File: src/sv/sspq_pkg.sv
`timescale 1ns / 1ps
`default_nettype none
// ----------------------------------------------------------------------------
// Sorted priority queue package
// Sizes, command codes and the controller-to-datapath command bundle.
// ----------------------------------------------------------------------------
package sspq_pkg;

    localparam int CAPACITY  = 16;
    localparam int PRIO_W    = 16;
    localparam int PRIO_IN_W = 16;
    localparam int DATA_W    = 32;
    localparam int OCC_W     = 5;
    localparam int CNT_W     = $clog2(CAPACITY + 1);

    localparam logic CMD_INSERT = 1'b0;
    localparam logic CMD_REMOVE = 1'b1;

    typedef struct packed {
        logic capture;   // latch the incoming request
        logic execute;   // update the slots and load the result register
    } t_dp_cmd;

endpackage
`default_nettype wire

File: src/sv/sspq_dp.sv
`timescale 1ns / 1ps
`default_nettype none
// ----------------------------------------------------------------------------
// Sorted priority queue datapath
// Request register, sorted slot array with parallel compare, and result register.
// ----------------------------------------------------------------------------
module sspq_dp
    import sspq_pkg::*;
(
    input  wire logic                     i_clk,
    input  wire logic                     i_rst_n,
    input  wire t_dp_cmd                  i_cmd,
    input  wire logic                     i_command,
    input  wire logic signed [DATA_W-1:0] i_entry_value,
    input  wire logic [PRIO_IN_W-1:0]     i_priority_req,
    output logic signed [DATA_W-1:0]      o_front_value,
    output logic                          o_was_empty,
    output logic                          o_dropped_full,
    output logic [OCC_W-1:0]              o_occupancy
);

    logic              r_cmd;
    logic [DATA_W-1:0] r_value;
    logic [PRIO_W-1:0] r_prio;

    logic [DATA_W-1:0] r_slot_data [CAPACITY];
    logic [PRIO_W-1:0] r_slot_prio [CAPACITY];
    logic [DATA_W-1:0] n_slot_data [CAPACITY];
    logic [PRIO_W-1:0] n_slot_prio [CAPACITY];
    logic [CNT_W-1:0]  r_count;
    logic [CNT_W-1:0]  n_count;

    logic [DATA_W-1:0] r_front;
    logic [DATA_W-1:0] n_front;
    logic              r_empty;
    logic              r_full;

    logic [CAPACITY-1:0] stay;
    logic                is_full;
    logic                is_empty;
    logic                do_insert;
    logic                do_remove;

    assign is_full   = (r_count == CNT_W'(CAPACITY));
    assign is_empty  = (r_count == '0);
    assign do_insert = (r_cmd == CMD_INSERT) && !is_full;
    assign do_remove = (r_cmd == CMD_REMOVE) && !is_empty;

    // A slot keeps its entry on insert when it is occupied and its priority is
    // not below the new one; the sorted order makes these bits a prefix.
    always_comb begin
        for (int i = 0; i < CAPACITY; i++) begin
            stay[i] = (CNT_W'(i) < r_count) && (r_slot_prio[i] >= r_prio);
        end
    end

    always_comb begin
        for (int i = 0; i < CAPACITY; i++) begin
            n_slot_data[i] = r_slot_data[i];
            n_slot_prio[i] = r_slot_prio[i];
        end
        n_count = r_count;
        n_front = '0;
        if (do_insert) begin
            if (!stay[0]) begin
                n_slot_data[0] = r_value;
                n_slot_prio[0] = r_prio;
            end
            for (int i = 1; i < CAPACITY; i++) begin
                if (!stay[i]) begin
                    if (stay[i-1]) begin
                        n_slot_data[i] = r_value;
                        n_slot_prio[i] = r_prio;
                    end else begin
                        n_slot_data[i] = r_slot_data[i-1];
                        n_slot_prio[i] = r_slot_prio[i-1];
                    end
                end
            end
            n_count = r_count + CNT_W'(1);
        end else if (do_remove) begin
            n_front = r_slot_data[0];
            for (int i = 0; i < CAPACITY - 1; i++) begin
                n_slot_data[i] = r_slot_data[i+1];
                n_slot_prio[i] = r_slot_prio[i+1];
            end
            n_count = r_count - CNT_W'(1);
        end
    end

    always_ff @(posedge i_clk) begin
        if (i_cmd.capture) begin
            r_cmd   <= i_command;
            r_value <= i_entry_value;
            r_prio  <= i_priority_req[PRIO_W-1:0];
        end
        if (i_cmd.execute) begin
            for (int i = 0; i < CAPACITY; i++) begin
                r_slot_data[i] <= n_slot_data[i];
                r_slot_prio[i] <= n_slot_prio[i];
            end
            r_front <= n_front;
            r_empty <= (r_cmd == CMD_REMOVE) && is_empty;
            r_full  <= (r_cmd == CMD_INSERT) && is_full;
        end
    end

    always_ff @(posedge i_clk) begin
        if (!i_rst_n) begin
            r_count <= '0;
        end else if (i_cmd.execute) begin
            r_count <= n_count;
        end
    end

    assign o_front_value  = r_front;
    assign o_was_empty    = r_empty;
    assign o_dropped_full = r_full;
    assign o_occupancy    = OCC_W'(r_count);

endmodule
`default_nettype wire

File: src/sv/sspq_ctrl.sv
`timescale 1ns / 1ps
`default_nettype none
// ----------------------------------------------------------------------------
// Sorted priority queue controller
// Sequences capture and execution of each request and owns the result valid.
// ----------------------------------------------------------------------------
module sspq_ctrl
    import sspq_pkg::*;
(
    input  wire logic i_clk,
    input  wire logic i_rst_n,
    input  wire logic i_in_valid,
    output logic      o_in_ready,
    output logic      o_out_valid,
    input  wire logic i_out_ready,
    output t_dp_cmd   o_cmd
);

    localparam logic S_IDLE = 1'b0;
    localparam logic S_EXEC = 1'b1;

    logic r_state;
    logic n_state;
    logic r_out_valid;
    logic n_out_valid;
    logic capture;
    logic execute;

    assign capture = i_in_valid && (r_state == S_IDLE);
    // The result register may only be reloaded once the previous result is gone.
    assign execute = (r_state == S_EXEC) && (!r_out_valid || i_out_ready);

    always_comb begin
        n_state = r_state;
        unique case (r_state)
            S_IDLE: begin
                if (capture) begin
                    n_state = S_EXEC;
                end
            end
            S_EXEC: begin
                if (execute) begin
                    n_state = S_IDLE;
                end
            end
            default: begin
                n_state = S_IDLE;
            end
        endcase
    end

    always_comb begin
        n_out_valid = r_out_valid;
        if (execute) begin
            n_out_valid = 1'b1;
        end else if (i_out_ready) begin
            n_out_valid = 1'b0;
        end
    end

    always_ff @(posedge i_clk) begin
        if (!i_rst_n) begin
            r_state     <= S_IDLE;
            r_out_valid <= 1'b0;
        end else begin
            r_state     <= n_state;
            r_out_valid <= n_out_valid;
        end
    end

    assign o_in_ready    = (r_state == S_IDLE);
    assign o_out_valid   = r_out_valid;
    assign o_cmd.capture = capture;
    assign o_cmd.execute = execute;

endmodule
`default_nettype wire

File: src/sv/stable_sorted_priority_queue.sv
`timescale 1ns / 1ps
`default_nettype none
// ----------------------------------------------------------------------------
// Stable sorted priority queue
// Bounded queue kept sorted by priority; equal priorities leave in arrival order.
// ----------------------------------------------------------------------------
// Each request is first captured; then all slots compare their priority
// against the new one in parallel and shift by at most one place, loading
// the result register. A new request is accepted only once the previous one
// has updated the slots; an untaken result holds the next request in its
// update cycle. An insert into a full queue and a remove from an empty one
// leave the contents untouched and raise their flags.
module stable_sorted_priority_queue
    import sspq_pkg::*;
(
    input  wire logic                     i_clk,
    input  wire logic                     i_rst_n,
    input  wire logic                     i_in_valid,
    output logic                          o_in_ready,
    input  wire logic                     i_command,
    input  wire logic signed [DATA_W-1:0] i_entry_value,
    input  wire logic [PRIO_IN_W-1:0]     i_priority_req,
    output logic                          o_out_valid,
    input  wire logic                     i_out_ready,
    output logic signed [DATA_W-1:0]      o_front_value,
    output logic                          o_was_empty,
    output logic                          o_dropped_full,
    output logic [OCC_W-1:0]              o_occupancy
);

    t_dp_cmd dp_cmd;

    sspq_ctrl u_ctrl (
        .i_clk       (i_clk),
        .i_rst_n     (i_rst_n),
        .i_in_valid  (i_in_valid),
        .o_in_ready  (o_in_ready),
        .o_out_valid (o_out_valid),
        .i_out_ready (i_out_ready),
        .o_cmd       (dp_cmd)
    );

    sspq_dp u_dp (
        .i_clk          (i_clk),
        .i_rst_n        (i_rst_n),
        .i_cmd          (dp_cmd),
        .i_command      (i_command),
        .i_entry_value  (i_entry_value),
        .i_priority_req (i_priority_req),
        .o_front_value  (o_front_value),
        .o_was_empty    (o_was_empty),
        .o_dropped_full (o_dropped_full),
        .o_occupancy    (o_occupancy)
    );

endmodule
`default_nettype wire
File: config.mk
export PLATFORM = sky130hd
export DESIGN_NAME = stable_sorted_priority_queue
export DESIGN_NICKNAME = d
export VERILOG_FILES = /design/src/sv/sspq_pkg.sv /design/src/sv/sspq_dp.sv /design/src/sv/sspq_ctrl.sv /design/src/sv/stable_sorted_priority_queue.sv
export SDC_FILE = /design/constraint.sdc
export NUM_CORES = 2
export LEC_CHECK = 0
export CORE_MARGIN = 2
export CORE_UTILIZATION = 50
export DETAILED_ROUTE_END_ITERATION = 8
export DONT_BUFFER_PORTS = 1
export SYNTH_ARGS = -nofsm -noshare
export SYNTH_HDL_FRONTEND = slang
export SYNTH_HIERARCHICAL = 1
export SYNTH_SLANG_ARGS = --single-unit
export TNS_END_PERCENT = 5
File: constraint.sdc
create_clock -name i_clk -period 15.6 [get_ports i_clk]
set_input_delay 3.12 -clock i_clk [delete_from_list [all_inputs] [get_ports i_clk]]
set_output_delay 3.12 -clock i_clk [all_outputs]
set_load 0.005 [all_outputs]
==> impl_metrics.prom <==
# TYPE chip_impl_metric gauge
chip_impl_metric{name="max_freq",unit="GHz"} 0.177
chip_impl_metric{name="cts.path.max_buffers",unit=""} 3
chip_impl_metric{name="cts_buffers",unit=""} 98
chip_impl_metric{name="ctsHtreeMaxLevel",unit=""} 3
chip_impl_metric{name="placedInstanceArea",unit="sq um"} 50500
chip_impl_metric{name="dieArea",unit="sq um"} 101000
chip_impl_metric{name="clock-skew-final",unit="ps"} 35.3
chip_impl_metric{name="fp.coreArea",unit="sq um"} 97000
chip_impl_info{name="yosys.area.top_type",value="edfxtp_1"} 1
chip_impl_info{name="timing_worst_setup_path_type",value="reg2reg"} 1
chip_impl_metric{name="crit_path_max_fanout",unit=""} 110
chip_impl_metric{name="clkSlewWorstSetupHoldPaths",unit="ps"} 60
chip_impl_metric{name="number_of_antenna_violations_at_the_first_check_in_global_routing",unit=""} 3
chip_impl_info{name="post_synth_main_area_contributors",value="edfxtp_1 (52%), mux2i_1 (10%), ha_1 (6.6%)"} 1
chip_impl_metric{name="post_drt_via_cell_ratio",unit=""} 6.58
chip_impl_metric{name="timing.critical_path.arrival",unit="ps"} 6040
chip_impl_metric{name="synth_cell_type_count",unit=""} 56
chip_impl_metric{name="floorplan.io_pins",unit=""} 94
chip_impl_metric{name="crit_required",unit="ps"} 15990
chip_impl_metric{name="drt_first_iter_violations",unit=""} 4746
chip_impl_info{name="synth_top_flop_cell",value="edfxtp_1"} 1
chip_impl_metric{name="count_of_flip_flops_with_a_built_in_enable_after_synthesis",unit=""} 851
chip_impl_metric{name="drc",unit=""} 0
chip_impl_metric{name="clkLatencyLatePin",unit="ps"} 700
chip_impl_metric{name="filler_cell_count",unit=""} 8396
chip_impl_metric{name="sequential_cell_area_in_the_final_layout",unit="sq um"} 25700
chip_impl_metric{name="global_route_wire_length_before_repair",unit="microns"} 237000
chip_impl_metric{name="overflow",unit=""} 0
chip_impl_metric{name="yosys.area.top_type_share",unit=""} 0.520
chip_impl_info{name="cts_root_buf",value="clkbuf_16"} 1
chip_impl_metric{name="maximum_number_of_pins_on_one_net_before_global_route_repair",unit=""} 246
chip_impl_metric{name="synth_async_sr_flop_share",unit=""} 0
chip_impl_metric{name="post-layout-total-power",unit="mW"} 5.91
chip_impl_metric{name="std_cell_rows",unit=""} 114
chip_impl_metric{name="syn_to_final_growth",unit="%"} 9.24
chip_impl_info{name="tritoncts",value="done"} 1
chip_impl_metric{name="final_cell_area",unit="sq um"} 53700
chip_impl_metric{name="numPortBuffers",unit=""} 0
chip_impl_metric{name="placed_cells",unit=""} 5592
chip_impl_info{name="setup.worst_path.start_class",value="flip-flop"} 1
chip_impl_metric{name="synth_cells",unit=""} 4629
chip_impl_metric{name="setup_viol_count_final",unit=""} 0
chip_impl_metric{name="timing.setup.tns",unit="ps"} 0
chip_impl_metric{name="die_w",unit="microns"} 317
chip_impl_metric{name="area_of_the_multi_input_gates",unit="sq um"} 22300
chip_impl_info{name="kind_of_capture_point_of_the_worst_setup_path",value="flip-flop"} 1
chip_impl_info{name="status",value="finished clean"} 1
chip_impl_metric{name="groute.usage.overall",unit=""} 0.308
chip_impl_metric{name="static-leakage-power",unit="nW"} 18.4
chip_impl_metric{name="wire_length_reported_by_the_detailed_router",unit="microns"} 159000
chip_impl_metric{name="ys_ff_latch",unit=""} 858
chip_impl_info{name="min-delay-path-class",value="reg2reg"} 1
chip_impl_metric{name="num_vias",unit=""} 38000
chip_impl_metric{name="finalHoldViolCount",unit=""} 0
chip_impl_metric{name="ir_worst_vdd",unit="V"} 0.0000952
chip_impl_metric{name="number_of_nets_produced_by_synthesis",unit=""} 4941
chip_impl_metric{name="detailedRoute.firstPassIterationCount",unit=""} 6
chip_impl_metric{name="syn-cell-area",unit="sq um"} 49100
chip_impl_metric{name="slew_headroom",unit=""} 0.158
chip_impl_metric{name="cts_repair_resize_count",unit=""} 0
chip_impl_metric{name="half_perimeter_wire_length_of_the_detailed_placement_result",unit="microns"} 97200
chip_impl_metric{name="finalNetCount",unit=""} 4728
chip_impl_metric{name="detail_route.wl_per_cell",unit="microns"} 27.5
chip_impl_metric{name="clock_period_minus_final_worst_setup_slack",unit="ps"} 5650
chip_impl_metric{name="synth-warning-count",unit=""} 6
chip_impl_metric{name="numClockSinks",unit=""} 858
chip_impl_metric{name="initial_utilization",unit=""} 0.507
chip_impl_metric{name="cap_viol_max_count",unit=""} 0
chip_impl_metric{name="die_height",unit="microns"} 317
chip_impl_metric{name="layout_worst_path_cycle_share",unit=""} 0.362
chip_impl_metric{name="ant_nets",unit=""} 0
chip_impl_metric{name="final_layout_size_suffix_gt1_frac",unit=""} 0.0803
chip_impl_metric{name="syn_avg_cell_area",unit="sq um"} 10.6
chip_impl_metric{name="power_per_cell_area",unit="nW/um^2"} 110
chip_impl_metric{name="stdcell_count",unit=""} 5773
chip_impl_metric{name="first_global_vias",unit=""} 35600
chip_impl_info{name="rsz0062_at_grt",value="false"} 1
chip_impl_metric{name="yosysSeqAreaShare",unit=""} 0.523
chip_impl_metric{name="cts_hold_buffers",unit=""} 0
chip_impl_metric{name="cts.repair_timing.setup_buffer_count",unit=""} 0
chip_impl_metric{name="actual_transition_at_the_worst_max_transition_pin",unit="ps"} 1250
chip_impl_metric{name="globalplace.congestion",unit=""} 0.852
chip_impl_metric{name="slew_violations",unit=""} 0
through the flow:
step | hold WS [ps] | setup slack (ps) | utilization
finish | 524 | 9950 | 0.553
global route | 544 | 9550 | 0.553
CTS | 526 | 9990 | 0.553
detailed placement | 509 | 9250 | 0.520
global placement | 502 | 9240 | 0.520
floorplan | 484 | 7600 | -
cells in the mapped netlist, drive strengths merged (8+ instances only):
master   number
mux2i       494
nand2b       23
nor2        137
buf          47
and3         95
a31oi        58
a21oi       304
o21ai       493
and4          8
nor3         21
o2111ai      98
and2         38
o211ai      132
a2111o        9
nand2       744
nand3       140
a21o         22
edfxtp      851
inv          36
a21bo        47
clkbuf      367
nand4       120
ha          259
per-layer routing:
metal  part of all wire  track usage  wire length (microns)  up-vias
met2               0.43        0.449                  67600     1780
met5                  0            0                      0        -
li1                   -            -                      -    17100
met1               0.46        0.469                  72900    18900
met3              0.091       0.0580                  14500      228
met4              0.025       0.0810                   3990        0
layout make-up:
cell class	instances	area share
Timing Repair Buffer	101	0.0148
Inverter	36	0.00252
Sequential cell	858	0.479
Clock inverter	61	0.0110
Tap cell	1276	0.0297
Antenna cell	1	0.0000466
Clock buffer	119	0.0483
Multi-Input combinational cell	3321	0.415
cell usage in the layout, fill, tap and decap left out, types with 120 or more instances in the layout:
cell type	n
mux2i_1	494
edfxtp_1	851
a21oi_1	286
nand4_1	120
nor2_1	136
nand2_1	744
ha_1	259
o211ai_1	132
nand3_1	140
o21ai_0	480
report_power, final:
group | total, mW | internal, mW | switching [mW] | leakage (nW)
combinational | 0.751 | 0.236 | 0.516 | 8.92
sequential | 2.82 | 2.70 | 0.120 | 7.91
clock | 2.33 | 1.33 | 0.997 | 1.55
flip-flops by register name, indices dropped and copies added, names as in the netlist, 5 cells and up:
signal / flops
u_dp/r_slot_data: 512
u_dp/r_slot_prio: 256
u_dp/o_front_value: 32
u_dp/r_value: 32
u_dp/r_prio: 16
u_dp/o_occupancy: 5
final timing paths:
kind	startpoint	end	slack, ps	cells past startpoint
setup / recovery	u_dp/o_occupancy[1]	u_dp/r_slot_data[1][33]	9950	9
hold / removal	u_dp/r_slot_data[1][245]	u_dp/r_slot_data[1][213]	520	2
setup reg to reg	u_dp/o_occupancy[1]	u_dp/r_slot_data[1][33]	9950	9
hold reg to reg	u_dp/r_slot_data[1][245]	u_dp/r_slot_data[1][213]	520	2
worst max-delay path, cell delays in order (launching register included):
cell and delay (ps):
dfxtp_1 490, inv_1 190, ha_1 290, nor3b_1 500, a21o_4 410, buf_4 560
buf_4 750, buf_4 800, buf_4 870, o21ai_0 230
cell families after synthesis:
| logic type | after synthesis | share of synthesized area |
|---|---|---|
| multiplexers | 494 | 0.101 |
| XOR/XNOR | 5 | 0.000891 |
| flip-flops | 858 | 0.523 |
| adder cells (fa/ha/maj) | 259 | 0.0660 |
| buffers and inverters | 450 | 0.0354 |
| AND/OR/NAND/NOR | 1351 | 0.124 |
| AO/OA/AOI/OAI | 1212 | 0.150 |
Note: power is estimated with default switching activity, not from simulation.
